--- config.mk ---
export PLATFORM = sky130hd
export DESIGN_NAME = brb_queue
export DESIGN_NICKNAME = d
export VERILOG_FILES = /design/src/rtl/brb_pkg.sv /design/src/rtl/brb_queue.sv
export SDC_FILE = /design/constraint.sdc
export NUM_CORES = 1
export LEC_CHECK = 0
export BUFFER_PORTS_ARGS = -buffer_cell sky130_fd_sc_hd__buf_2
export CORE_ASPECT_RATIO = 1.25
export CORE_MARGIN = 2
export CORE_UTILIZATION = 45
export DETAILED_ROUTE_END_ITERATION = 10
export PLACE_DENSITY = 0.77
export SLEW_MARGIN = 20
export SYNTH_ARGS = -nofsm -noshare
export SYNTH_HDL_FRONTEND = slang
export SYNTH_SLANG_ARGS = --single-unit
export TNS_END_PERCENT = 1
--- constraint.sdc ---
create_clock -name clk -period 3.5 [get_ports clk]
set_input_delay 1.05 -clock clk [delete_from_list [all_inputs] [get_ports clk]]
set_output_delay 1.05 -clock clk [all_outputs]
set_load 0.01 [all_outputs]
--- src/rtl/brb_pkg.sv ---
// ----------------------------------------------------------------------------
// brb_pkg
// Shared types, constants and tables for the box range and bearing core.
// ----------------------------------------------------------------------------
`default_nettype none

package brb_pkg;

  // Field widths
  localparam int COORD_BITS  = 10;
  localparam int ANGLE_STEPS = 14;
  localparam int FOCAL_W     = 12;
  localparam int TARGET_W    = 8;
  localparam int CENTRE_W    = 10;
  localparam int RANGE_W     = 28;
  localparam int BEARING_W   = 16;

  // Configuration port
  localparam int CFG_DATA_W  = 12;
  localparam int CFG_INDEX_W = 2;
  localparam logic [CFG_INDEX_W-1:0] REG_FOCAL  = 2'd0;
  localparam logic [CFG_INDEX_W-1:0] REG_TARGET = 2'd1;
  localparam logic [CFG_INDEX_W-1:0] REG_CENTRE = 2'd2;

  localparam int FRAME_COLS = 640;
  localparam logic [FOCAL_W-1:0]  FOCAL_RESET  = FOCAL_W'(1292);
  localparam logic [TARGET_W-1:0] TARGET_RESET = TARGET_W'(4);
  localparam logic [CENTRE_W-1:0] CENTRE_RESET = CENTRE_W'(FRAME_COLS / 2);

  // Range divider: numerator is target * focal in Q.8, two quotient bits a stage
  localparam int FRAC_BITS  = 8;
  localparam int NUM_W      = TARGET_W + FOCAL_W + FRAC_BITS;
  localparam int DIV_STAGES = NUM_W / 2;

  // Bearing CORDIC
  localparam int DX_W          = (COORD_BITS > CENTRE_W) ? COORD_BITS : CENTRE_W;
  localparam int CORDIC_SCALE  = 20;
  localparam int CORDIC_W      = ((COORD_BITS > FOCAL_W) ? COORD_BITS : FOCAL_W) + 24;
  localparam int Z_W           = 17;
  localparam int TABLE_LEN     = 20;
  localparam int CORDIC_STEPS  = (ANGLE_STEPS > TABLE_LEN) ? TABLE_LEN : ANGLE_STEPS;
  localparam int BEARING_MAX   = 25736;

  localparam int BACK_STAGES = (DIV_STAGES > CORDIC_STEPS) ? DIV_STAGES : CORDIC_STEPS;

  // Queues
  localparam int Q_DEPTH     = 4;
  localparam int Q_PTR_W     = 2;
  localparam int Q_CNT_W     = 3;
  localparam int OUT_DEPTH   = 2;
  localparam int OUT_PTR_W   = 1;
  localparam int OUT_CNT_W   = 2;

  typedef struct packed {
    logic [COORD_BITS-1:0] x_min;
    logic [COORD_BITS-1:0] y_min;
    logic [COORD_BITS-1:0] x_max;
    logic [COORD_BITS-1:0] y_max;
  } box_in_t;

  typedef struct packed {
    logic [RANGE_W-1:0]          range_est;
    logic signed [BEARING_W-1:0] bearing;
    logic                        bad_box;
  } box_out_t;

  // Classified box handed from front to back
  typedef struct packed {
    logic                  bad;
    logic                  neg;
    logic                  dx_zero;
    logic [COORD_BITS-1:0] d;
    logic [NUM_W-1:0]      num;
    logic [DX_W-1:0]       dx;
  } brb_task_t;

  // One stage of the back pipeline
  typedef struct packed {
    logic                       bad;
    logic                       neg;
    logic                       dx_zero;
    logic [COORD_BITS-1:0]      d;
    logic [COORD_BITS-1:0]      rem;
    logic [NUM_W-1:0]           shq;
    logic signed [CORDIC_W-1:0] cx;
    logic signed [CORDIC_W-1:0] cy;
    logic signed [Z_W-1:0]      cz;
  } brb_stage_t;

  // atan(2^-i) in radians, Q2.14, rounded to nearest
  function automatic logic [13:0] atan_q14(input int i);
    logic [13:0] a;
    unique case (i)
      0:       a = 14'd12868;
      1:       a = 14'd7596;
      2:       a = 14'd4014;
      3:       a = 14'd2037;
      4:       a = 14'd1023;
      5:       a = 14'd512;
      6:       a = 14'd256;
      7:       a = 14'd128;
      8:       a = 14'd64;
      9:       a = 14'd32;
      10:      a = 14'd16;
      11:      a = 14'd8;
      12:      a = 14'd4;
      13:      a = 14'd2;
      14:      a = 14'd1;
      default: a = 14'd0;
    endcase
    return a;
  endfunction

endpackage

`default_nettype wire

--- src/rtl/brb_queue.sv ---
// ----------------------------------------------------------------------------
// brb_queue
// Short task queue between the front and the back pipeline.
// ----------------------------------------------------------------------------
`default_nettype none

module brb_queue import brb_pkg::*; (
  input  wire logic       clk,
  input  wire logic       rst,
  input  wire logic       wr,
  input  wire brb_task_t  wr_data,
  output logic            q_full,
  input  wire logic       rd,
  output brb_task_t       rd_data,
  output logic            q_empty
);

  brb_task_t            mem [0:Q_DEPTH-1];
  logic [Q_PTR_W-1:0]   wr_ptr, rd_ptr;
  logic [Q_CNT_W-1:0]   count;
  logic                 do_wr, do_rd;

  assign q_full  = count == Q_CNT_W'(Q_DEPTH);
  assign q_empty = count == '0;
  assign do_wr   = wr && !q_full;
  assign do_rd   = rd && !q_empty;
  assign rd_data = mem[rd_ptr];

  always_ff @(posedge clk) begin
    if (rst) begin
      wr_ptr <= '0;
      rd_ptr <= '0;
      count  <= '0;
    end else begin
      if (do_wr) begin
        wr_ptr <= wr_ptr + 1'b1;
      end
      if (do_rd) begin
        rd_ptr <= rd_ptr + 1'b1;
      end
      unique case ({do_wr, do_rd})
        2'b10:   count <= count + 1'b1;
        2'b01:   count <= count - 1'b1;
        default: count <= count;
      endcase
    end
  end

  always_ff @(posedge clk) begin
    if (do_wr) begin
      mem[wr_ptr] <= wr_data;
    end
  end

endmodule

`default_nettype wire

# Word-level counts from Yosys, hierarchy flattened
# Memories as Yosys holds them, arrays and structs flattened. A register that Yosys moved wholly into a read port is not among the register bits.
# Cells that the tools add are included.
# op_classes
n_mux	5
n_reduce_logical	6
n_addsub	4
n_eq_ne	3
# op_table
operator	n
3-bit one-hot mux with 2 select lines	1
2-bit by 1-bit adder with 2-bit output, second input constant	2
2-bit two-way mux	2
3-bit by 1-bit adder with 3-bit output, second input constant	1
3-bit == test, second input constant	1
3-bit zero test	1
3-bit by 1-bit subtractor with 3-bit output, second input constant	1
2-bit by 1-bit == test with 1-bit output, second input constant	1
2-bit == test, second input constant	1
1-bit logical AND	2
1-bit zero test	2
1-bit two-way mux	2
2-bit nonzero test	1
# word_totals
memories	1
output_inout_bits	53
ff_bits	7
mem_bits_rw	204
inputBits	55
wordCells	22
# mem_list
name	depth	width	rd	rd_ports_with_merged_regs	write_ports	line	text
mem	4	51	1	1	1	brb_queue.sv:18	brb_task_t mem [0:Q_DEPTH-1];

# Logic depth before layout (Yosys ltp)
# logic_depth
ltp_word	5
mapped_depth	9

# Worst setup path before layout
# OpenSTA, ideal clock, no wires.
# synth_timing
path_kind	input-to-reg
from	in wr
to	mem mem[0][0] in the netlist's numbering, enable pin
path_stages	3
setup_ps	414
arrival_ps	2530
t_required_ps	3086
slack_ps	556
path_cell_list	inv_1 nor2_2 and2_1
# synth_between
elab_chain_len	3
# synth_lines
element	line	text
start, declared	brb_queue.sv:10	input wire logic wr,
1-bit logical AND	brb_queue.sv:25	assign do_wr = wr && !q_full;
1-bit two-way mux	brb_queue.sv:50	if (do_wr) begin
1-bit two-way mux (implied by the code)	brb_queue.sv:51	mem[wr_ptr] <= wr_data;
end, declared	brb_queue.sv:18	
# No other way between the ends.

==> flow_summary.yaml <==
outcome:
  status: "completed"
grt:
  grt_util_all_layers_pct: 15.1
  met3_usage_pct: 3.03
  grt_max_degree: 52
  grt-busiest-layer: "met2"
  antenna_found_initial: 1
  grt_pass1_wl_mm: 21.3
  use_met1_pct: 18.7
  gr-usage-met2_pct: 26.4
  grt_remaining_overflow: 0
  grt_pass1_vias: 3980
sta:
  fin_tns_setup_ns: 0
  rsz0062_at_grt: "no"
  slew_viol_final: 0
  fin_crit_sh_pct: 90.0
  skew_ns: 0.0140
  fmax_ghz: 0.318
  hold_slack_ns: 0.507
  worst_pin_slew_ns: 0.549
  min_period_ns: 3.15
  hold_viol_final: 0
  setup_viol: 0
  relSlewSlack_pct: 63.4
pwr:
  sw_frac_of_total_pct: 25.2
  clkPwrFrac_pct: 31.7
  switching_power_mw: 1.71
  leakagePower_nw: 3.17
  power_density_nw_per_um2: 722
  p_comb_share_pct: 21.4
  vdd_drop_max_v: 0.000467
  sequentialPowerShare_pct: 47.0
  internal_power_mw: 5.09
die:
  die_y_um: 152
  placementRows: 54
  die_area_um2: 18700
  io_pins: 108
  initial_core_util_pct: 45.5
  coreArea_um2: 17400
  die_w_um: 123
placement:
  hpwl_mm: 8.46
  gp_congestion: 0.681
  place.port_buffers: 107
finish:
  areaGrowthSynthToFinish_pct: 19.0
  seqCellArea_um2: 6310
  nets: 509
  drive_gt1_share_pct: 44.7
  multi_input_area_um2: 1430
  fin_util_pct: 54.2
  nFillCells: 1297
critical_path:
  path_max_fanout: 22
  path_class: "flip-flop to output pin"
  cp-end-kind: "output pin"
  cp.required_ns: 2.45
  crit_chain: "buf_12 -> mux4_2 -> buf_2"
  slowest_delay_ns: 0.65
  crit_slowest_cell: "dfxtp_4"
  startpoint_type: "flip-flop"
  cp.arrival_ns: 2.10
detailed_routing:
  wl_per_cell_um: 20.0
  drt_iter0_markers: 194
  via_count: 3600
  ant_nets: 0
  drtPass1Iterations: 4
  viasPerCell: 5.23
  wl_mm: 13.8
  drc_errors: 0
logic_synthesis:
  syn_inst: 321
  yosysWarnings: 0
  synth.ff_latch_count: 213
  syn_area_per_cell_um2: 24.6
  yosysUniqueCellTypes: 24
  seq_area_frac_synth_pct: 79.8
  netlist_area_um2: 7910
  syn-num-nets: 382
clocking:
  cts_resized: 0
  clockBufferDepth: 3
  cts_root_buf: "clkbuf_16"
  clk_latency_ns: 0.49
  cts_tree: "yes"
  clk_pin_slew_ns: 0.06
  cts_sinks: 213
  cts_buffers: 21
  post_cts_buffers: 0
  htreeDepth: 1
  cts_hold_repair.buffers: 0
min_path:
  hp-class: "flip-flop to flip-flop"
flow_run:
  drv_cap: 0
## worst max-delay path, delay by kind of cell (launching register included)
family   cells  cell delay (ns)
mux          1             0.54
buf+inv      2             0.43
flops        1             0.65
## power by group through the flow
stage	registers (mW)	logic [mW]	clock network, mW
after global placement	3.24	1.46	0
after global routing	3.23	1.58	2.30
after floorplan	3.15	1.12	0
after CTS	3.21	1.49	2.21
final	3.19	1.45	2.15
after detailed placement	3.26	1.49	0
## cells by family after synthesis
logic type	count (synthesis)	synth area share [%]
buffers and inverters	21	2.20
AO/OA/AOI/OAI	8	0.601
multiplexers	52	14.7
XOR/XNOR	3	0.332
flip-flops	213	79.8
AND/OR/NAND/NOR	18	1.36
adder cells (fa/ha/maj)	6	1.04
## state kept, by name, summed over array words and instances, names as in the netlist, named ones only
register  count
rd_ptr        2
wr_ptr        2
count         3
mem         204
## worst paths after layout
kind | from | endpoint | slack, ns | cells past startpoint
hold reg to reg | rd_ptr[1] | flip-flop | 0.51 | 2
hold / removal | rd_ptr[1] | flip-flop | 0.51 | 2
setup / recovery | flip-flop | rd_data[35] | 0.35 | 3
setup reg to reg | count[2] | count[2] | 1.33 | 9
## Yosys cell counts
| cell | instances | area (µm²) |
|---|---|---|
| a21oi_1 | 4 | 20.0 |
| and2_1 | 4 | 25.0 |
| buf_1 | 2 | 7.51 |
| buf_12 | 5 | 100 |
| buf_2 | 5 | 25.0 |
| buf_6 | 1 | 11.3 |
| dfxtp_1 | 9 | 180 |
| edfxtp_1 | 204 | 6130 |
| fa_1 | 1 | 20.0 |
| ha_1 | 5 | 62.6 |
| inv_1 | 8 | 30.0 |
| mux2i_1 | 1 | 10.0 |
| mux4_1 | 1 | 26.3 |
| mux4_2 | 50 | 1130 |
| nand2_1 | 1 | 3.75 |
| nand2b_1 | 2 | 12.5 |
| nor2_1 | 5 | 18.8 |
| nor2_2 | 1 | 6.26 |
| nor3_2 | 1 | 10.0 |
| nor3b_2 | 1 | 12.5 |
| o21ai_0 | 3 | 15.0 |
| o31ai_2 | 1 | 12.5 |
| or3_1 | 3 | 18.8 |
| xor2_1 | 3 | 26.3 |
## layout by cell type (no fill, tap or decap)
cell / netlist / final
inv_6: 0 / 1
mux2i_1: 1 / 1
clkbuf_1: 0 / 8
nor3b_2: 1 / 1
buf_4: 0 / 4
o21ai_0: 3 / 3
diode_2: 0 / 1
nand2b_1: 2 / 2
nor2_2: 1 / 1
buf_12: 5 / 6
fa_1: 1 / 1
mux4_2: 50 / 50
nor3_2: 1 / 1
o31ai_2: 1 / 1
dfxtp_1: 9 / 7
nand2_1: 1 / 1
nor2_1: 5 / 5
ha_1: 5 / 5
bufinv_16: 0 / 2
and2_2: 0 / 4
clkbuf_8: 0 / 1
clkinvlp_4: 0 / 2
clkinv_2: 0 / 3
buf_2: 5 / 107
mux4_1: 1 / 1
inv_1: 8 / 8
dfxtp_4: 0 / 1
a21oi_1: 4 / 4
or3_1: 3 / 3
dfxtp_2: 0 / 1
xor2_1: 3 / 3
clkbuf_16: 0 / 21
edfxtp_1: 204 / 204
## layout make-up
| type | count | share of cell area [%] |
|---|---|---|
| multi-input cells | 87 | 15.2 |
| diodes | 1 | 0.0266 |
| repair buffers | 117 | 7.29 |
| inverters | 8 | 0.319 |
| flip-flops and latches | 213 | 67.1 |
| well taps | 224 | 2.98 |
| clock buffers | 30 | 6.05 |
| clock inverters | 8 | 1.05 |
## layer usage
layer  routed length, µm  up-vias
met5                   0        -
met4                 325        0
met3                 786       27
met2                7420      121
met1                5230     1848
li1                    -     1604
## per-stage QoR
| step | power (mW) | area, µm² | setup slack, ns | instances |
|---|---|---|---|---|
| after floorplan | 4.27 | 7910 | 0.556 | 321 |
| after global placement | 4.70 | 8740 | 0.795 | 649 |
| after global routing | 7.10 | 9410 | 0.201 | 687 |
| final | 6.80 | 9410 | 0.351 | 688 |
| after detailed placement | 4.75 | 8740 | 0.775 | 649 |
| after CTS | 6.91 | 9410 | 0.256 | 687 |
Power figures use the tool's default switching activity.
