===== src/rtl/brb_pkg.sv =====
// ----------------------------------------------------------------------------
// brb_pkg
// Shared types, constants and tables for the box range and bearing core.
// ----------------------------------------------------------------------------
`default_nettype none

package brb_pkg;

  // Field widths
  localparam int COORD_BITS  = 10;
  localparam int ANGLE_STEPS = 14;
  localparam int FOCAL_W     = 12;
  localparam int TARGET_W    = 8;
  localparam int CENTRE_W    = 10;
  localparam int RANGE_W     = 28;
  localparam int BEARING_W   = 16;

  // Configuration port
  localparam int CFG_DATA_W  = 12;
  localparam int CFG_INDEX_W = 2;
  localparam logic [CFG_INDEX_W-1:0] REG_FOCAL  = 2'd0;
  localparam logic [CFG_INDEX_W-1:0] REG_TARGET = 2'd1;
  localparam logic [CFG_INDEX_W-1:0] REG_CENTRE = 2'd2;

  localparam int FRAME_COLS = 640;
  localparam logic [FOCAL_W-1:0]  FOCAL_RESET  = FOCAL_W'(1292);
  localparam logic [TARGET_W-1:0] TARGET_RESET = TARGET_W'(4);
  localparam logic [CENTRE_W-1:0] CENTRE_RESET = CENTRE_W'(FRAME_COLS / 2);

  // Range divider: numerator is target * focal in Q.8, two quotient bits a stage
  localparam int FRAC_BITS  = 8;
  localparam int NUM_W      = TARGET_W + FOCAL_W + FRAC_BITS;
  localparam int DIV_STAGES = NUM_W / 2;

  // Bearing CORDIC
  localparam int DX_W          = (COORD_BITS > CENTRE_W) ? COORD_BITS : CENTRE_W;
  localparam int CORDIC_SCALE  = 20;
  localparam int CORDIC_W      = ((COORD_BITS > FOCAL_W) ? COORD_BITS : FOCAL_W) + 24;
  localparam int Z_W           = 17;
  localparam int TABLE_LEN     = 20;
  localparam int CORDIC_STEPS  = (ANGLE_STEPS > TABLE_LEN) ? TABLE_LEN : ANGLE_STEPS;
  localparam int BEARING_MAX   = 25736;

  localparam int BACK_STAGES = (DIV_STAGES > CORDIC_STEPS) ? DIV_STAGES : CORDIC_STEPS;

  // Queues
  localparam int Q_DEPTH     = 4;
  localparam int Q_PTR_W     = 2;
  localparam int Q_CNT_W     = 3;
  localparam int OUT_DEPTH   = 2;
  localparam int OUT_PTR_W   = 1;
  localparam int OUT_CNT_W   = 2;

  typedef struct packed {
    logic [COORD_BITS-1:0] x_min;
    logic [COORD_BITS-1:0] y_min;
    logic [COORD_BITS-1:0] x_max;
    logic [COORD_BITS-1:0] y_max;
  } box_in_t;

  typedef struct packed {
    logic [RANGE_W-1:0]          range_est;
    logic signed [BEARING_W-1:0] bearing;
    logic                        bad_box;
  } box_out_t;

  // Classified box handed from front to back
  typedef struct packed {
    logic                  bad;
    logic                  neg;
    logic                  dx_zero;
    logic [COORD_BITS-1:0] d;
    logic [NUM_W-1:0]      num;
    logic [DX_W-1:0]       dx;
  } brb_task_t;

  // One stage of the back pipeline
  typedef struct packed {
    logic                       bad;
    logic                       neg;
    logic                       dx_zero;
    logic [COORD_BITS-1:0]      d;
    logic [COORD_BITS-1:0]      rem;
    logic [NUM_W-1:0]           shq;
    logic signed [CORDIC_W-1:0] cx;
    logic signed [CORDIC_W-1:0] cy;
    logic signed [Z_W-1:0]      cz;
  } brb_stage_t;

  // atan(2^-i) in radians, Q2.14, rounded to nearest
  function automatic logic [13:0] atan_q14(input int i);
    logic [13:0] a;
    unique case (i)
      0:       a = 14'd12868;
      1:       a = 14'd7596;
      2:       a = 14'd4014;
      3:       a = 14'd2037;
      4:       a = 14'd1023;
      5:       a = 14'd512;
      6:       a = 14'd256;
      7:       a = 14'd128;
      8:       a = 14'd64;
      9:       a = 14'd32;
      10:      a = 14'd16;
      11:      a = 14'd8;
      12:      a = 14'd4;
      13:      a = 14'd2;
      14:      a = 14'd1;
      default: a = 14'd0;
    endcase
    return a;
  endfunction

endpackage

`default_nettype wire


===== src/rtl/brb_back.sv =====
// ----------------------------------------------------------------------------
// brb_back
// Pipelined range divider and bearing CORDIC with a result queue.
// ----------------------------------------------------------------------------
`default_nettype none

module brb_back import brb_pkg::*; (
  input  wire logic                clk,
  input  wire logic                rst,
  input  wire logic [FOCAL_W-1:0]  focal,
  input  wire logic                q_empty,
  input  wire brb_task_t           q_data,
  output logic                     q_rd,
  input  wire logic                pop,
  output logic                     empty,
  output box_out_t                 result
);

  brb_stage_t             stage_q [0:BACK_STAGES];
  logic [BACK_STAGES:0]   vld;
  brb_stage_t             load;
  logic                   advance;

  box_out_t               out_mem [0:OUT_DEPTH-1];
  logic [OUT_PTR_W-1:0]   out_wr_ptr, out_rd_ptr;
  logic [OUT_CNT_W-1:0]   out_count;
  logic                   out_full, out_wr, out_rd;
  box_out_t               out_item;
  brb_stage_t             fin;
  logic [BEARING_W-1:0]   mag;

  // Hold the whole pipeline while the finished item has nowhere to go
  assign out_full = out_count == OUT_CNT_W'(OUT_DEPTH);
  assign advance  = !(vld[BACK_STAGES] && out_full);
  assign q_rd     = advance && !q_empty;

  always_comb begin
    load.bad     = q_data.bad;
    load.neg     = q_data.neg;
    load.dx_zero = q_data.dx_zero;
    load.d       = q_data.d;
    load.rem     = '0;
    load.shq     = q_data.num;
    load.cx      = signed'({{(CORDIC_W-FOCAL_W-CORDIC_SCALE){1'b0}}, focal,
                            {CORDIC_SCALE{1'b0}}});
    load.cy      = signed'({{(CORDIC_W-DX_W-CORDIC_SCALE){1'b0}}, q_data.dx,
                            {CORDIC_SCALE{1'b0}}});
    load.cz      = '0;
  end

  always_ff @(posedge clk) begin
    if (rst) begin
      vld <= '0;
    end else if (advance) begin
      vld <= {vld[BACK_STAGES-1:0], q_rd};
    end
  end

  always_ff @(posedge clk) begin
    if (advance) begin
      stage_q[0] <= load;
    end
  end

  for (genvar k = 0; k < BACK_STAGES; k++) begin : g_stage
    logic [COORD_BITS-1:0]      rem_n;
    logic [NUM_W-1:0]           shq_n;
    logic signed [CORDIC_W-1:0] x_n, y_n;
    logic signed [Z_W-1:0]      z_n;
    brb_stage_t                 nxt;

    // Two restoring division steps
    if (k < DIV_STAGES) begin : g_div
      logic [COORD_BITS:0]   t1, t2;
      logic                  ge1, ge2;
      logic [COORD_BITS-1:0] r1;
      logic [NUM_W-1:0]      s1;
      always_comb begin
        t1    = {stage_q[k].rem, stage_q[k].shq[NUM_W-1]};
        ge1   = t1 >= {1'b0, stage_q[k].d};
        r1    = ge1 ? COORD_BITS'(t1 - {1'b0, stage_q[k].d}) : t1[COORD_BITS-1:0];
        s1    = {stage_q[k].shq[NUM_W-2:0], ge1};
        t2    = {r1, s1[NUM_W-1]};
        ge2   = t2 >= {1'b0, stage_q[k].d};
        rem_n = ge2 ? COORD_BITS'(t2 - {1'b0, stage_q[k].d}) : t2[COORD_BITS-1:0];
        shq_n = {s1[NUM_W-2:0], ge2};
      end
    end else begin : g_div_hold
      assign rem_n = stage_q[k].rem;
      assign shq_n = stage_q[k].shq;
    end

    // One CORDIC vectoring rotation, driving y towards zero
    if (k < CORDIC_STEPS) begin : g_rot
      logic signed [CORDIC_W-1:0] xs, ys;
      always_comb begin
        xs = stage_q[k].cx >>> k;
        ys = stage_q[k].cy >>> k;
        if (!stage_q[k].cy[CORDIC_W-1]) begin
          x_n = stage_q[k].cx + ys;
          y_n = stage_q[k].cy - xs;
          z_n = stage_q[k].cz + signed'(Z_W'(atan_q14(k)));
        end else begin
          x_n = stage_q[k].cx - ys;
          y_n = stage_q[k].cy + xs;
          z_n = stage_q[k].cz - signed'(Z_W'(atan_q14(k)));
        end
      end
    end else begin : g_rot_hold
      assign x_n = stage_q[k].cx;
      assign y_n = stage_q[k].cy;
      assign z_n = stage_q[k].cz;
    end

    always_comb begin
      nxt     = stage_q[k];
      nxt.rem = rem_n;
      nxt.shq = shq_n;
      nxt.cx  = x_n;
      nxt.cy  = y_n;
      nxt.cz  = z_n;
    end

    always_ff @(posedge clk) begin
      if (advance) begin
        stage_q[k+1] <= nxt;
      end
    end
  end

  // Clamp the angle, apply the side, and zero bad boxes
  assign fin = stage_q[BACK_STAGES];

  always_comb begin
    if (fin.dx_zero || fin.cz < 0) begin
      mag = '0;
    end else if (fin.cz > signed'(Z_W'(BEARING_MAX))) begin
      mag = BEARING_W'(BEARING_MAX);
    end else begin
      mag = BEARING_W'(fin.cz);
    end
    if (fin.bad) begin
      out_item.range_est = '0;
      out_item.bearing   = '0;
      out_item.bad_box   = 1'b1;
    end else begin
      out_item.range_est = RANGE_W'(fin.shq);
      out_item.bearing   = fin.neg ? signed'(-mag) : signed'(mag);
      out_item.bad_box   = 1'b0;
    end
  end

  assign out_wr = advance && vld[BACK_STAGES];
  assign out_rd = pop && !empty;
  assign empty  = out_count == '0;
  assign result = out_mem[out_rd_ptr];

  always_ff @(posedge clk) begin
    if (rst) begin
      out_wr_ptr <= '0;
      out_rd_ptr <= '0;
      out_count  <= '0;
    end else begin
      if (out_wr) begin
        out_wr_ptr <= out_wr_ptr + 1'b1;
      end
      if (out_rd) begin
        out_rd_ptr <= out_rd_ptr + 1'b1;
      end
      unique case ({out_wr, out_rd})
        2'b10:   out_count <= out_count + 1'b1;
        2'b01:   out_count <= out_count - 1'b1;
        default: out_count <= out_count;
      endcase
    end
  end

  always_ff @(posedge clk) begin
    if (out_wr) begin
      out_mem[out_wr_ptr] <= out_item;
    end
  end

endmodule

`default_nettype wire


===== config.mk =====
export PLATFORM = sky130hd
export DESIGN_NAME = brb_back
export DESIGN_NICKNAME = d
export VERILOG_FILES = /design/src/rtl/brb_pkg.sv /design/src/rtl/brb_back.sv
export SDC_FILE = /design/constraint.sdc
export NUM_CORES = 2
export LEC_CHECK = 0
export BUFFER_PORTS_ARGS = -buffer_cell sky130_fd_sc_hd__buf_2
export CAP_MARGIN = 40
export CORE_MARGIN = 5
export CORE_UTILIZATION = 30
export CTS_BUF_LIST = sky130_fd_sc_hd__clkbuf_8
export CTS_CLUSTER_DIAMETER = 50
export DETAILED_ROUTE_END_ITERATION = 8
export MAX_ROUTING_LAYER = met4
export PLACE_DENSITY = 0.46
export SLEW_MARGIN = 20
export SYNTH_ARGS = -nofsm -noshare
export SYNTH_HDL_FRONTEND = slang
export SYNTH_SLANG_ARGS = --single-unit
export TNS_END_PERCENT = 30

===== constraint.sdc =====
create_clock -name clk -period 60.5 [get_ports clk]
set_input_delay 3.025 -clock clk [delete_from_list [all_inputs] [get_ports clk]]
set_output_delay 3.025 -clock clk [all_outputs]
set_load 0.02 [all_outputs]

## Yosys cells after proc, flatten, opt, wreduce, memory -nomap -nowiden

Memory sizes are Yosys's and may differ from the RTL's. A register that Yosys moved wholly into a read port is not among the register bits.
Index checks and enable logic that the tools add are counted.

| word-level totals | value |
|---|---|
| memories kept | 2 |
| input port bits | 67 |
| logic and storage cells | 245 |
| bits in registers | 19 |
| memory bits (writable) | 2190 |
| output and inout port bits | 47 |

| cells by class | value |
|---|---|
| multiplexer cells | 80 |
| $lt $le $gt $ge | 30 |
| equality and inequality tests | 3 |
| add/sub/neg operators | 116 |
| reduce and logical (&&, ||, !) cells | 10 |

Memory list:

| memory | depth | width | rd ports | clocked after memory_dff | write ports | line | text |
|---|---|---|---|---|---|---|---|
| stage_q | 15 | 140 | 15 | 0 | 15 | brb_back.sv:19 | `brb_stage_t stage_q [0:BACK_STAGES];` |
| out_mem | 2 | 45 | 1 | 1 | 1 | brb_back.sv:24 | `box_out_t out_mem [0:OUT_DEPTH-1];` |

Operator list:

| cell | count |
|---|---|
| $mux W36 | 28 |
| $ge A11 B10 Y1 | 28 |
| $mux W10 | 28 |
| $sub A10 B10 Y10 | 28 |
| $mux W17 | 14 |
| $add A36 B23 Y36 | 2 |
| $add A36 B24 Y36 | 2 |
| $add A36 B25 Y36 | 2 |
| $add A36 B26 Y36 | 2 |
| $add A36 B27 Y36 | 2 |
| $add A36 B28 Y36 | 2 |
| $add A36 B29 Y36 | 2 |
| $add A36 B30 Y36 | 2 |
| $add A36 B31 Y36 | 2 |
| $add A36 B32 Y36 | 2 |
| $add A36 B33 Y36 | 2 |
| $add A36 B34 Y36 | 2 |
| $add A36 B35 Y36 | 2 |
| $sub A36 B23 Y36 | 2 |
| $sub A36 B24 Y36 | 2 |
| $sub A36 B25 Y36 | 2 |
| $sub A36 B26 Y36 | 2 |
| $sub A36 B27 Y36 | 2 |
| $sub A36 B28 Y36 | 2 |
| 52 further kinds | 75 |

## Longest topological paths before layout

An unclocked memory read counts as a cell.

| logic depth | value |
|---|---|
| depth in word-level cells | 7 |
| mapped depth | 26 |
| depth with buffers taken out | 25 |

## Worst setup path after synthesis

OpenSTA, ideal clock, no wires.

| timing | value |
|---|---|
| kind | register to register |
| start point | register out_count[0] |
| end point | memory stage_q[0][100] (netlist name) (enable) |
| cell stages (with the launch flop) | 5 |
| required time | 57.878 ns |
| library setup time | 2.622 ns |
| arrival time | 44.549 ns |
| buffers on the path | 1 |
| period minus slack after synthesis | 47.171 ns |
| setup slack | 13.329 ns |
| cells stage by stage | dfxtp_1 -> nand2b_1 -> nor2_1 -> inv_1 -> clkbuf_1 |

RTL lines:

| item | line | text |
|---|---|---|
| start: declaration | brb_back.sv:26 | `logic [OUT_CNT_W-1:0] out_count;` |
| start signal: assignment | brb_back.sv:171 | `2'b10: out_count <= out_count + 1'b1;` |
| start signal: assignment | brb_back.sv:172 | `2'b01: out_count <= out_count - 1'b1;` |
| start signal: assignment | brb_back.sv:173 | `default: out_count <= out_count;` |
| end: declaration | brb_back.sv:19 |  |

==> metrics <==
status=complete, no violations; area of the core=0.376 sq mm; crit start category=flip-flop; EDFF count, synth=1712; initial antenna violation count=5; Slowest-stage cell, CP=nor4_4; worst-skew pair later-pin latency=1.04 ns; syn_nets=11828; Final Hold Viols=0; worst path required time=61.24 ns; Total GRT Usage=14.1%; Rows=225; CP top delay family=compound AO/OA/AOI/OAI gates; drt pass-1 iters=7; critical path depth=25; drc violations=0; critical path class=flip-flop to flip-flop; actual slew at the worst max-slew pin=0.964 ns; io pins=114; worst-path maximum fanout=10; DRT Wirelength=275000 um; synth warn=0; Crit. End Element=flip-flop; DP HPWL=215000 um; top cell type's share of synthesized area=45.3%; fin nets=12231; Setup Fix Bufs, Post-CTS=0; Peak Freq=151 MHz; number of global-route vias before repair=79939; Die Ht=625 um; cts bufs inserted=331; Max-cap violations=0; delay of the slowest critical-path stage=0.58 ns; Clock Sinks=1732; Initial DRC Count=3888; H-tree depth=5; clk_skew=0.0602 ns; residual overflow from global routing=0; port bufs=112; vias per cell=4.80; post-CTS sizing=0; syn_area_per_cell=10.7 sq um; Area Overhead vs Synth=11.9%; post-synthesis sequential area ratio=45.7%; crit path time final=6.61 ns; share of the clock period used by the worst path=10.9%; largest net degree at the start of global routing=183; Hold Crit Depth=0; post-cts hold buffer count=0; Initial Util=30.2%; CP arrival=7.35 ns; final setup TNS=0 ns; max_slew headroom=35.8%; synthesized flop and latch total=1732; synth top area cells=edfxtp_1, ha_1, xnor2_1; Reg2Reg Depth=25; Synth cell types=108; final setup vio count=0; most used cell, CP=o21ai_0; Die ar.=0.390 sq mm; CTS clk-pin slew, worst paths=0.06 ns; commonest non-fill, non-tap cell in the layout=edfxtp_1; pins over their slew limit=0; routed vias=78206; WL/cell=16.9 um; CTS tree=built; synthesized area=0.113 sq mm; Die W=625 um; buffer depth of the longest clock path=4; GP Congestion=0.896; kind of path behind the tightest hold check=flip-flop to flip-flop; Buf+Inv Stages, Crit Path=2; Mapped Cells=10621; most frequent cells in the layout=edfxtp_1, ha_1, nor2_1, a21oi_1, inv_1; RSZ-0062 raised after global routing=no; antenna-violating nets left=0; CTS root buf=clkbuf_8; first-pass GRT wire length=436000 um; largest area contributor in the netlist=edfxtp_1; fraction of layout cells with a size suffix above 1=8.76%; Main synth FF type=edfxtp_1; async set-or-reset flop fraction in the synthesized netlist=0%
-- path summary, 6_finish.rpt --
check / startpoint / end / slack [ns]
worst max-delay path: stage_q[1][128] / stage_q[2][124] / 53.89
worst min-delay path: stage_q[7][6] / stage_q[8][6] / 0.38
worst max register to register: stage_q[1][128] / stage_q[2][124] / 53.89
worst min register to register: stage_q[7][6] / stage_q[8][6] / 0.38
-- cells by family after synthesis --
family | count (synthesis) | share of synthesized area (%)
and+or+nand+nor | 2719 | 11.5
AOI/OAI and AO/OA | 2555 | 14.1
DFF | 1732 | 45.7
xor gates and xnor gates | 1279 | 9.88
adders and majority gates | 1140 | 12.9
buffers and inverters | 901 | 3.00
muxes | 294 | 2.86
other | 1 | 0.00331
-- stage by stage --
step,instance area (sq um),hold WS (ns),instances,util (%),worst slack [ns]
after floorplan,113000,0.400,10621,-,13.33
after global routing,127000,0.360,16277,33.7,53.14
after detailed placement,120000,0.405,15675,32.0,53.91
final,127000,0.378,16277,33.7,53.89
after global placement,120000,0.401,15666,32.0,53.97
after CTS,127000,0.358,16262,33.7,53.85
-- layer usage --
| layer | global-route usage [%] | wire, um | part of all wire [%] | vias to the layer above |
|---|---|---|---|---|
| li1 | - | - | - | 39676 |
| met1 | 16.8 | 121000 | 44 | 36699 |
| met2 | 24.2 | 135000 | 49 | 1256 |
| met3 | 1.71 | 7780 | 2.8 | 575 |
| met4 | 5.39 | 11400 | 4.1 | 0 |
| met5 | - | 0 | 0 | - |
-- cells in the mapped netlist (all sizes together), types with 126 or more instances --
cell type and count:
mux2 238, a21o 307, nor2b 168, xnor2 824, nand2 572, edfxtp 1712
nor3 238, inv 779, a21oi 923, o21ai 505, nor2 978, ha 1087
xor2 455, nand3 131, nand2b 126
-- registers in the layout (all words and copies together), names as in the netlist, named ones only --
name and cells:
stage_q 1624, out_mem 88, vld 15, out_count 2
out_rd_ptr 1, out_wr_ptr 1
-- layout make-up --
type | count | area (sq um)
Sequential cell | 1732 | 51800
Antenna cell | 5 | 12.5
Clock inverter | 254 | 1690
Clock buffer | 333 | 4580
Multi-Input combinational cell | 7988 | 58200
Timing Repair Buffer | 189 | 1360
Inverter | 782 | 2940
Fill cell | 37714 | 249000
Tap cell | 4994 | 6250
Power is left out: the tool's default activity adds up to more than one toggle a clock period on the data nets, which glitch-free logic cannot reach.
