==> src/rtl/brb_pkg.sv <==
// ----------------------------------------------------------------------------
// brb_pkg
// Shared types, constants and tables for the box range and bearing core.
// ----------------------------------------------------------------------------
`default_nettype none

package brb_pkg;

  // Field widths
  localparam int COORD_BITS  = 10;
  localparam int ANGLE_STEPS = 14;
  localparam int FOCAL_W     = 12;
  localparam int TARGET_W    = 8;
  localparam int CENTRE_W    = 10;
  localparam int RANGE_W     = 28;
  localparam int BEARING_W   = 16;

  // Configuration port
  localparam int CFG_DATA_W  = 12;
  localparam int CFG_INDEX_W = 2;
  localparam logic [CFG_INDEX_W-1:0] REG_FOCAL  = 2'd0;
  localparam logic [CFG_INDEX_W-1:0] REG_TARGET = 2'd1;
  localparam logic [CFG_INDEX_W-1:0] REG_CENTRE = 2'd2;

  localparam int FRAME_COLS = 640;
  localparam logic [FOCAL_W-1:0]  FOCAL_RESET  = FOCAL_W'(1292);
  localparam logic [TARGET_W-1:0] TARGET_RESET = TARGET_W'(4);
  localparam logic [CENTRE_W-1:0] CENTRE_RESET = CENTRE_W'(FRAME_COLS / 2);

  // Range divider: numerator is target * focal in Q.8, two quotient bits a stage
  localparam int FRAC_BITS  = 8;
  localparam int NUM_W      = TARGET_W + FOCAL_W + FRAC_BITS;
  localparam int DIV_STAGES = NUM_W / 2;

  // Bearing CORDIC
  localparam int DX_W          = (COORD_BITS > CENTRE_W) ? COORD_BITS : CENTRE_W;
  localparam int CORDIC_SCALE  = 20;
  localparam int CORDIC_W      = ((COORD_BITS > FOCAL_W) ? COORD_BITS : FOCAL_W) + 24;
  localparam int Z_W           = 17;
  localparam int TABLE_LEN     = 20;
  localparam int CORDIC_STEPS  = (ANGLE_STEPS > TABLE_LEN) ? TABLE_LEN : ANGLE_STEPS;
  localparam int BEARING_MAX   = 25736;

  localparam int BACK_STAGES = (DIV_STAGES > CORDIC_STEPS) ? DIV_STAGES : CORDIC_STEPS;

  // Queues
  localparam int Q_DEPTH     = 4;
  localparam int Q_PTR_W     = 2;
  localparam int Q_CNT_W     = 3;
  localparam int OUT_DEPTH   = 2;
  localparam int OUT_PTR_W   = 1;
  localparam int OUT_CNT_W   = 2;

  typedef struct packed {
    logic [COORD_BITS-1:0] x_min;
    logic [COORD_BITS-1:0] y_min;
    logic [COORD_BITS-1:0] x_max;
    logic [COORD_BITS-1:0] y_max;
  } box_in_t;

  typedef struct packed {
    logic [RANGE_W-1:0]          range_est;
    logic signed [BEARING_W-1:0] bearing;
    logic                        bad_box;
  } box_out_t;

  // Classified box handed from front to back
  typedef struct packed {
    logic                  bad;
    logic                  neg;
    logic                  dx_zero;
    logic [COORD_BITS-1:0] d;
    logic [NUM_W-1:0]      num;
    logic [DX_W-1:0]       dx;
  } brb_task_t;

  // One stage of the back pipeline
  typedef struct packed {
    logic                       bad;
    logic                       neg;
    logic                       dx_zero;
    logic [COORD_BITS-1:0]      d;
    logic [COORD_BITS-1:0]      rem;
    logic [NUM_W-1:0]           shq;
    logic signed [CORDIC_W-1:0] cx;
    logic signed [CORDIC_W-1:0] cy;
    logic signed [Z_W-1:0]      cz;
  } brb_stage_t;

  // atan(2^-i) in radians, Q2.14, rounded to nearest
  function automatic logic [13:0] atan_q14(input int i);
    logic [13:0] a;
    unique case (i)
      0:       a = 14'd12868;
      1:       a = 14'd7596;
      2:       a = 14'd4014;
      3:       a = 14'd2037;
      4:       a = 14'd1023;
      5:       a = 14'd512;
      6:       a = 14'd256;
      7:       a = 14'd128;
      8:       a = 14'd64;
      9:       a = 14'd32;
      10:      a = 14'd16;
      11:      a = 14'd8;
      12:      a = 14'd4;
      13:      a = 14'd2;
      14:      a = 14'd1;
      default: a = 14'd0;
    endcase
    return a;
  endfunction

endpackage

`default_nettype wire

==> src/rtl/brb_front.sv <==
// ----------------------------------------------------------------------------
// brb_front
// Accepts boxes, flags bad ones and prepares divider and CORDIC operands.
// ----------------------------------------------------------------------------
`default_nettype none

module brb_front import brb_pkg::*; (
  input  wire logic                  clk,
  input  wire logic                  rst,
  input  wire logic                  push,
  input  wire box_in_t               box,
  output logic                       full,
  input  wire logic [FOCAL_W-1:0]    focal,
  input  wire logic [TARGET_W-1:0]   target,
  input  wire logic [CENTRE_W-1:0]   centre,
  output logic                       task_valid,
  output brb_task_t                  task_item,
  input  wire logic                  task_ready
);

  logic                          accept;
  logic [COORD_BITS-1:0]         w, h;
  logic [COORD_BITS:0]           sum;
  logic [DX_W-1:0]               mid, cen;
  logic [TARGET_W+FOCAL_W-1:0]   prod;
  brb_task_t                     task_next;

  assign full   = task_valid && !task_ready;
  assign accept = push && !full;

  always_comb begin
    w    = box.x_max - box.x_min;
    h    = box.y_max - box.y_min;
    sum  = {1'b0, box.x_min} + {1'b0, box.x_max};
    mid  = DX_W'(sum[COORD_BITS:1]);
    cen  = DX_W'(centre);
    prod = (TARGET_W+FOCAL_W)'(target) * (TARGET_W+FOCAL_W)'(focal);

    task_next.bad = (box.x_max < box.x_min) || (box.y_max < box.y_min) ||
                    ((box.x_max == box.x_min) && (box.y_max == box.y_min));
    task_next.d       = (w > h) ? w : h;
    task_next.num     = {prod, {FRAC_BITS{1'b0}}};
    task_next.neg     = mid > cen;
    task_next.dx_zero = mid == cen;
    task_next.dx      = (mid > cen) ? (mid - cen) : (cen - mid);
  end

  always_ff @(posedge clk) begin
    if (rst) begin
      task_valid <= 1'b0;
    end else if (!full) begin
      task_valid <= push;
    end
  end

  always_ff @(posedge clk) begin
    if (accept) begin
      task_item <= task_next;
    end
  end

endmodule

`default_nettype wire

==> config.mk <==
export PLATFORM = sky130hd
export DESIGN_NAME = brb_front
export DESIGN_NICKNAME = d
export VERILOG_FILES = /design/src/rtl/brb_pkg.sv /design/src/rtl/brb_front.sv
export SDC_FILE = /design/constraint.sdc
export NUM_CORES = 1
export LEC_CHECK = 0
export ABC_AREA = 1
export BUFFER_PORTS_ARGS = -buffer_cell sky130_fd_sc_hd__buf_2
export CAP_MARGIN = 15
export CORE_MARGIN = 1
export CORE_UTILIZATION = 50
export CTS_CLUSTER_DIAMETER = 50
export DETAILED_ROUTE_END_ITERATION = 16
export PLACE_DENSITY = 0.75
export SYNTH_ARGS = -nofsm -noshare
export SYNTH_HDL_FRONTEND = slang
export SYNTH_SLANG_ARGS = --single-unit
==> constraint.sdc <==
create_clock -name clk -period 5.55 [get_ports clk]
set_clock_uncertainty 0.05 [all_clocks]
set_input_delay 0.555 -clock clk [delete_from_list [all_inputs] [get_ports clk]]
set_output_delay 0.555 -clock clk [all_outputs]
set_load 0.05 [all_outputs]
Word level (Yosys, flattened, before mapping) --
Cells that the tools add are included.
Word-level totals: logic and storage cells 29, output and inout port bits 53, bits in registers 44, input bits 74
Operators by class: reductions and logical operators 7, multiplexer cells 2, eq/ne operators 3, multiply operators 1, add/sub/neg operators 5, $lt $le $gt $ge 4
Operator list (number):
- 10-bit subtractor | 4
- 10-bit equality test | 3
- 10-bit > comparator | 2
- 10-bit less-than comparator | 2
- 8-bit by 12-bit multiplier with 20-bit output | 1
- 10-bit two-way mux | 2
- 10-bit by 10-bit adder with 11-bit output | 1
- 1-bit logical AND | 3
- 1-bit logical NOT | 2
- 1-bit logical OR | 2

Longest topological paths before layout --
Gate-level depths: netlist of run 1.
depth after elaboration 4, gate-level depth with buffers 22, mapped depth without buffers 20

Least setup slack after synthesis of run 1 --
No wires, ideal clock.
kind in2reg, start input target[2], end register task_item[32] (netlist bit), data pin, required time 5241 ps, buffers on the path 1, arrival 3938 ps, slack 1303 ps, stages on the path 17, library setup time 259 ps, path through clkbuf_1 -> nand2_1 -> fa_1 -> fa_1 -> inv_1 -> fa_1 -> inv_1 -> fa_1 -> inv_1 -> ha_1 -> nand2_1 -> a21oi_1 -> nor2_1 -> nand2_1 -> nand2_1 -> nand2_1 -> xor2_1
On the way: longest elaborated chain between the ends 1
Ends and longest elaborated chain:
- start, declared | line brb_front.sv:14 | input wire logic [TARGET_W-1:0] target,
- 8-bit by 12-bit multiplier with 20-bit output | line brb_front.sv:37 | prod = (TARGET_W+FOCAL_W)'(target) * (TARGET_W+FOCAL_W)'(focal);
- net prod[14] | line brb_front.sv:25 | logic [TARGET_W+FOCAL_W-1:0] prod;
- end signal, assigned | line brb_front.sv:58 | task_item <= task_next;
- end, declared | line brb_front.sv:17 | output brb_task_t task_item,
The timed path passes the listed nets, and every way through them passes these cells. A chain may end at the register's enable or synchronous reset.

Final worst setup path of run 1 --
start input target[4], end register task_item[37] (netlist bit), data pin
Same word-level chain as after synthesis.

==> results.yml, run 1 <==
synthesis:
  netlist_instances: 1127
  synth-seq-cells: 44
  post_synth_num_cell_types: 35
  synth_top_flop_cell: "edfxtp_1"
  yosys.cell_count.top_type: "nand2_1"
  post_synth_instance_area_sq_um: 7760
  synth_enable_flop_cells: 43
  synth_largest_area_cell: "nand2_1"
  synth_top_cells_by_count: "367 x nand2_1, 284 x inv_1, 99 x ha_1, 65 x fa_1, 55 x nand3_1"
  synthArstFlopShare_pct: 0
  seq_total_area_yosys_pct: 16.9
  synth_area_per_cell_sq_um: 6.89
  synth_top_cells_by_area: "nand2_1 18%, fa_1 17%, edfxtp_1 17%"
  synth_top_area_share_pct: 17.7
  warnings_synthesis: 0
routing:
  routed-via-count: 6841
  route.detailed.wl_per_inst_um: 11.6
  first_iter_violations: 364
  dr.pass1.iters: 4
  wl_um: 16300
  detail_route.drc_violations: 0
  ant_nets: 0
  post_drt_via_cell_ratio: 4.85
worst_setup_path:
  worst_path_depth: 17
  crit_path_cell_trace: "buf_2, nand2_1, inv_1, fa_1, fa_1, inv_1, fa_1, fa_1, inv_1, ha_1, nand2_1, o21ai_0, nand2_1, nand2_1, nand2_1, nand3b_1, nand2_1"
  worst_path_max_delay_cell: "fa_1"
  timing.critical_path.buf_inv: 4
  timing.critical_path.slowest_cell_delay_ps: 560
  startpoint_type: "input pin"
  cpMostUsedCell: "nand2_1"
  worst_r2r_endpoint: "task_item[44]$_DFFE_PP_"
  end_kind: "register"
  crit_type: "in -> reg"
  timing.rr.start: "task_valid$_SDFFE_PP0N_"
  reg2reg_setup_slack_ps: 4150
  r2r_cells: 4
  cp_max_fo: 12
  critPathArrivalTime_ps: 4250
  worst-endpoint-required_ps: 5550
  crit_path_start: "target[4]"
  cp_top_family: "adder cells"
global_routing:
  maximum_number_of_pins_on_one_net_before_global_route_repair: 44
  antenna_found_initial: 0
  grt_pass1_vias: 6336
  global_route.usage.total_pct: 21.5
  global_route_wire_length_before_repair_um: 28000
  grt_remaining_overflow: 0
timing:
  ratio_of_final_minimum_period_to_clock_period_pct: 76.6
  worst_tran_pin_value_ps: 546
  grt_setup_unrepaired: "no"
  max-slew-margin-rel_pct: 63.6
  timing.final.setup_violations: 0
  finalMaxSlewViolations: 0
  holdWs_ps: 363
  min_period_ps: 4250
  fmax_mhz: 235
  final-hold-violation-count: 0
  setup-tns-final_ps: 0
die:
  rows: 45
  initial_utilization_pct: 51.1
  floorplan.core_area_sq_um: 15200
  chipHeight_um: 127
  io_pins: 127
  die_w_um: 127
  die_area_sq_um: 16000
worst_hold_path:
  min_delay_worst_type: "in -> reg"
  timing.hold.worst_endpoint: "task_valid$_SDFFE_PP0N_"
  number_of_cells_on_the_worst_hold_path: 2
  hold_path_startpoint: "rst"
clock_tree:
  cts-hold-fix-buffers: 0
  cts_max_path_buffers: 2
  clk_root_buffer_cell: "clkbuf_16"
  worstSkewPairLatency_ps: 290
  numCtsBuffers: 5
  post_cts_buffers: 0
  clk_pin_slew_ps: 70
  tritoncts: "done"
  cts.repair.resized: 0
  cts.sink_count: 44
  htree_levels: 2
placed_design:
  post-dp-hpwl_um: 13900
  numPlacedInstances: 1402
  globalplace.congestion: 0.916
  port_buffers: 118
finish:
  synthesis_to_finish_area_growth_pct: 10.7
  post_route_non_filler_standard_cell_count: 1410
  design.final.nets: 1459
  seqCellArea_sq_um: 1310
  nFillCells: 1468
  post_route_cells_drive_above_1_share_pct: 10.8
  area_of_combinational_cells_with_multiple_inputs_sq_um: 5210
  num_antenna_cells: 0
  final_core_utilization_pct: 56.5
pwr:
  p_leak_nw: 5.38
  post_layout_power_mw: 3.02
  total_power_divided_by_cell_area_nw_per_um2: 351
  peakVddDrop_mv: 0.247
run:
  maxCapViolCount: 0
status:
  status: "complete, no violations"
sequential cells by signal (all words and copies together) (netlist names):
| register | flops |
|---|---|
| task_item | 43 |
| task_valid | 1 |
area by class of cell:
cell class / count / area share, %
sequential: 44 / 15.3
multi-input combinational: 766 / 60.6
clock buffer: 5 / 1.46
tap: 188 / 2.74
clock inverter: 3 / 0.539
inverter: 285 / 12.5
timing repair buffer: 119 / 6.96
stage by stage:
stage | setup slack, ps | area (sq um)
after global placement | 1070 | 8420
after CTS | 1300 | 8590
after detailed placement | 1010 | 8420
final | 1300 | 8590
after global routing | 1010 | 8590
after floorplan | 1300 | 7790
cell families (layout without fill, tap and decap cells):
logic type / Yosys count / in the layout / share of synthesized area (%)
compound gates: 73 / 73 / 5.19
fa+ha+maj: 164 / 164 / 32.7
flops: 44 / 44 / 16.9
xor+xnor: 30 / 30 / 3.38
simple gates: 491 / 491 / 25.3
other cells: 1 / 8 / 0.0483
buf+inv: 324 / 412 / 16.5
routing by layer:
| layer | up-vias | global-route usage (%) | wire [um] |
|---|---|---|---|
| met5 | - | 0 | 0 |
| met4 | 0 | 5.39 | 347 |
| met1 | 3128 | 28.0 | 7630 |
| met3 | 31 | 2.83 | 572 |
| li1 | 3541 | - | - |
| met2 | 141 | 37.6 | 7770 |
power by group:
group	internal (mW)	switching, mW
clock network	0.214	0.130
logic	0.670	1.43
registers	0.542	0.0272
total	1.43	1.59
worst max-delay path by stage:
stage,end,slack (ps)
after floorplan,task_item[32]$_DFFE_PP_,1300
after global placement,task_item[37]$_DFFE_PP_,1070
after detailed placement,task_item[37]$_DFFE_PP_,1010
after CTS,task_item[37]$_DFFE_PP_,1300
after global routing,task_item[37]$_DFFE_PP_,1010
final,task_item[37]$_DFFE_PP_,1300
layout by cell type, fill, tap and decap left out:
master	count
nor3_1	5
inv_6	1
nand2_1	367
nand2_2	1
edfxtp_1	43
nor2_1	46
o31ai_1	1
o21bai_1	5
nand4_1	7
nand3b_1	2
ha_1	99
xor2_1	25
o21ai_1	1
inv_2	1
fa_1	65
a31oi_1	2
nor2_4	1
a21o_1	4
nand3_1	55
bufinv_16	1
nor4_1	2
clkinvlp_4	1
o21ai_0	16
or2_2	1
xnor2_1	5
a21oi_1	41
and2_1	3
o311ai_0	1
dfxtp_1	1
clkbuf_16	5
buf_2	118
inv_1	284
and3_1	1
o21a_1	1
conb_1	8
a31o_2	1
buf_4	1
Power figures use the tool's default switching activity.
==> run 2: changes to the inputs <==
- PLACE_DENSITY: 0.75 -> 0.78
- clock period: 5.55 -> 3.9 ns (I/O delays scaled with it)
==> results.yml, run 2 (synthesis results as in run 1) <==
placed_design:
  port_buffers: 118
  globalplace.congestion: 0.977
  post-dp-hpwl_um: 15400
pwr:
  switching_share_pct: 51.7
  clock_power_share_pct: 8.4
  peakVddDrop_mv: 0.318
  p_leak_nw: 5.62
  sequentialPowerShare_pct: 16.3
  switching_power_mw: 2.64
  total_power_divided_by_cell_area_nw_per_um2: 554
  power.share.combinational_pct: 75.4
  cellInternalPower_mw: 2.46
routing:
  post_drt_via_cell_ratio: 4.97
  dr.pass1.iters: 5
  routed-via-count: 7236
  route.detailed.wl_per_inst_um: 12.5
  wl_um: 18200
  ant_nets: 0
  detail_route.drc_violations: 0
  first_iter_violations: 383
finish:
  largest_register: "task_item"
  layout.cells.most_common_list: "348 x nand2_1, 284 x inv_1, 109 x buf_2"
  nFillCells: 1369
  final_common_cell: "nand2_1"
  num_antenna_cells: 0
  biggestRegsByFlops: "task_item x43, task_valid x1"
  synthesis_to_finish_area_growth_pct: 18.6
  post_route_cells_drive_above_1_share_pct: 17.9
  design.final.nets: 1506
  largest_register_ffs: 43
worst_setup_path:
  critPathArrivalTime_ps: 3820
  crit_type: "in -> reg"
  crit_path_cell_trace: "buf_4, buf_4, nand2_1, inv_1, fa_1, fa_2, fa_1, inv_1, fa_1, inv_1, ha_4, nand2_4, nor4_4, nand2_1, nand3b_1, nand2_1"
  startpoint_type: "input pin"
  worst-endpoint-required_ps: 3900
  worst_path_max_delay_cell: "fa_1"
  timing.critical_path.slowest_cell_delay_ps: 540
  end_kind: "register"
  cp_max_fo: 8
timing:
  setup-tns-final_ps: 0
  min_period_ps: 3810
  finalMaxSlewViolations: 0
  fmax_mhz: 262
  final-hold-violation-count: 0
  ratio_of_final_minimum_period_to_clock_period_pct: 97.8
  holdWs_ps: 199
  timing.final.setup_violations: 0
  max-slew-margin-rel_pct: 42.0
  worst_tran_pin_value_ps: 869
global_routing:
  antenna_found_initial: 0
  maximum_number_of_pins_on_one_net_before_global_route_repair: 30
  grt_remaining_overflow: 0
  grt_pass1_vias: 6804
  global_route_wire_length_before_repair_um: 30300
  global_route.usage.total_pct: 23.4
clock_tree:
  htree_levels: 2
  clk_pin_slew_ps: 60
  cts_max_path_buffers: 2
  numCtsBuffers: 5
  tritoncts: "done"
  cts-hold-fix-buffers: 0
  cts.sink_count: 44
  worstSkewPairLatency_ps: 290
  clk_root_buffer_cell: "clkbuf_16"
run:
  maxCapViolCount: 0
die:
  die_area_sq_um: 16000
  rows: 45
  floorplan.core_area_sq_um: 15200
  initial_utilization_pct: 51.1
  die_w_um: 127
  chipHeight_um: 127
  io_pins: 127
status:
  status: "complete, no violations"
worst_hold_path:
  min_delay_worst_type: "in -> reg"
-- run 2: worst paths after layout --
| check | end | startpoint | depth (start not counted) | slack, ps |
|---|---|---|---|---|
| setup / recovery | task_item[37]$_DFFE_PP_ | target[2] | 16 | 90 |
| hold / removal | task_valid$_SDFFE_PP0N_ | rst | 2 | 200 |
| setup reg to reg | task_item[27]$_DFFE_PP_ | task_valid$_SDFFE_PP0N_ | 4 | 2030 |
| hold reg to reg | task_valid$_SDFFE_PP0N_ | task_valid$_SDFFE_PP0N_ | 2 | 450 |
-- run 2: repair_timing --
action,in CTS,in global routing
endpoints found under the setup margin,0,11
gates resized for setup,0,57
buffers inserted,0,3
-- run 2: metrics by stage --
step / power, mW / cell area, sq um / std cells / util [%] / setup WS, ps
6_report: 5.10 / 9210 / 1457 / 60.6 / 87.7
5_1_grt: 5.51 / 9210 / 1457 / 60.6 / -63.7
4_1_cts: 4.73 / 8990 / 1454 / 59.2 / 3.10
3_5_place_dp: 4.27 / 8850 / 1446 / 58.2 / -308
3_3_place_gp: 4.20 / 8850 / 1446 / 58.2 / -257
2_1_floorplan: 3.34 / 7910 / 1134 / - / -3.11
-- run 2: worst max-delay path, delay by kind of cell --
family | cells | cell delay [ps]
adders and majority gates | 5 | 2280
buffers and inverters | 5 | 480
and+or+nand+nor | 6 | 680
-- run 2: power by group through the flow --
stage,sequential [mW],combinational (mW),clock [mW]
2_1_floorplan,1.31,2.03,0
3_3_place_gp,0.840,3.36,0
3_5_place_dp,0.840,3.43,0
4_1_cts,0.832,3.46,0.438
5_1_grt,0.840,4.21,0.456
6_report,0.830,3.84,0.427
-- run 2: per-layer routing --
metal	part of all wire [%]	wire (um)	track usage [%]
met1	43	7870	29.7
met2	49	8860	41.4
met3	5.0	905	2.02
met4	3.0	554	9.07
met5	0	0	0
-- run 2: area by class of cell --
type / instances / area, sq um / share of cell area (%)
Clock buffer: 6 / 129 / 1.40
Timing Repair Buffer: 166 / 973 / 10.6
Inverter: 285 / 1070 / 11.6
Clock inverter: 2 / 16.3 / 0.177
Multi-Input combinational cell: 766 / 5470 / 59.4
Sequential cell: 44 / 1310 / 14.2
Tap cell: 188 / 235 / 2.55
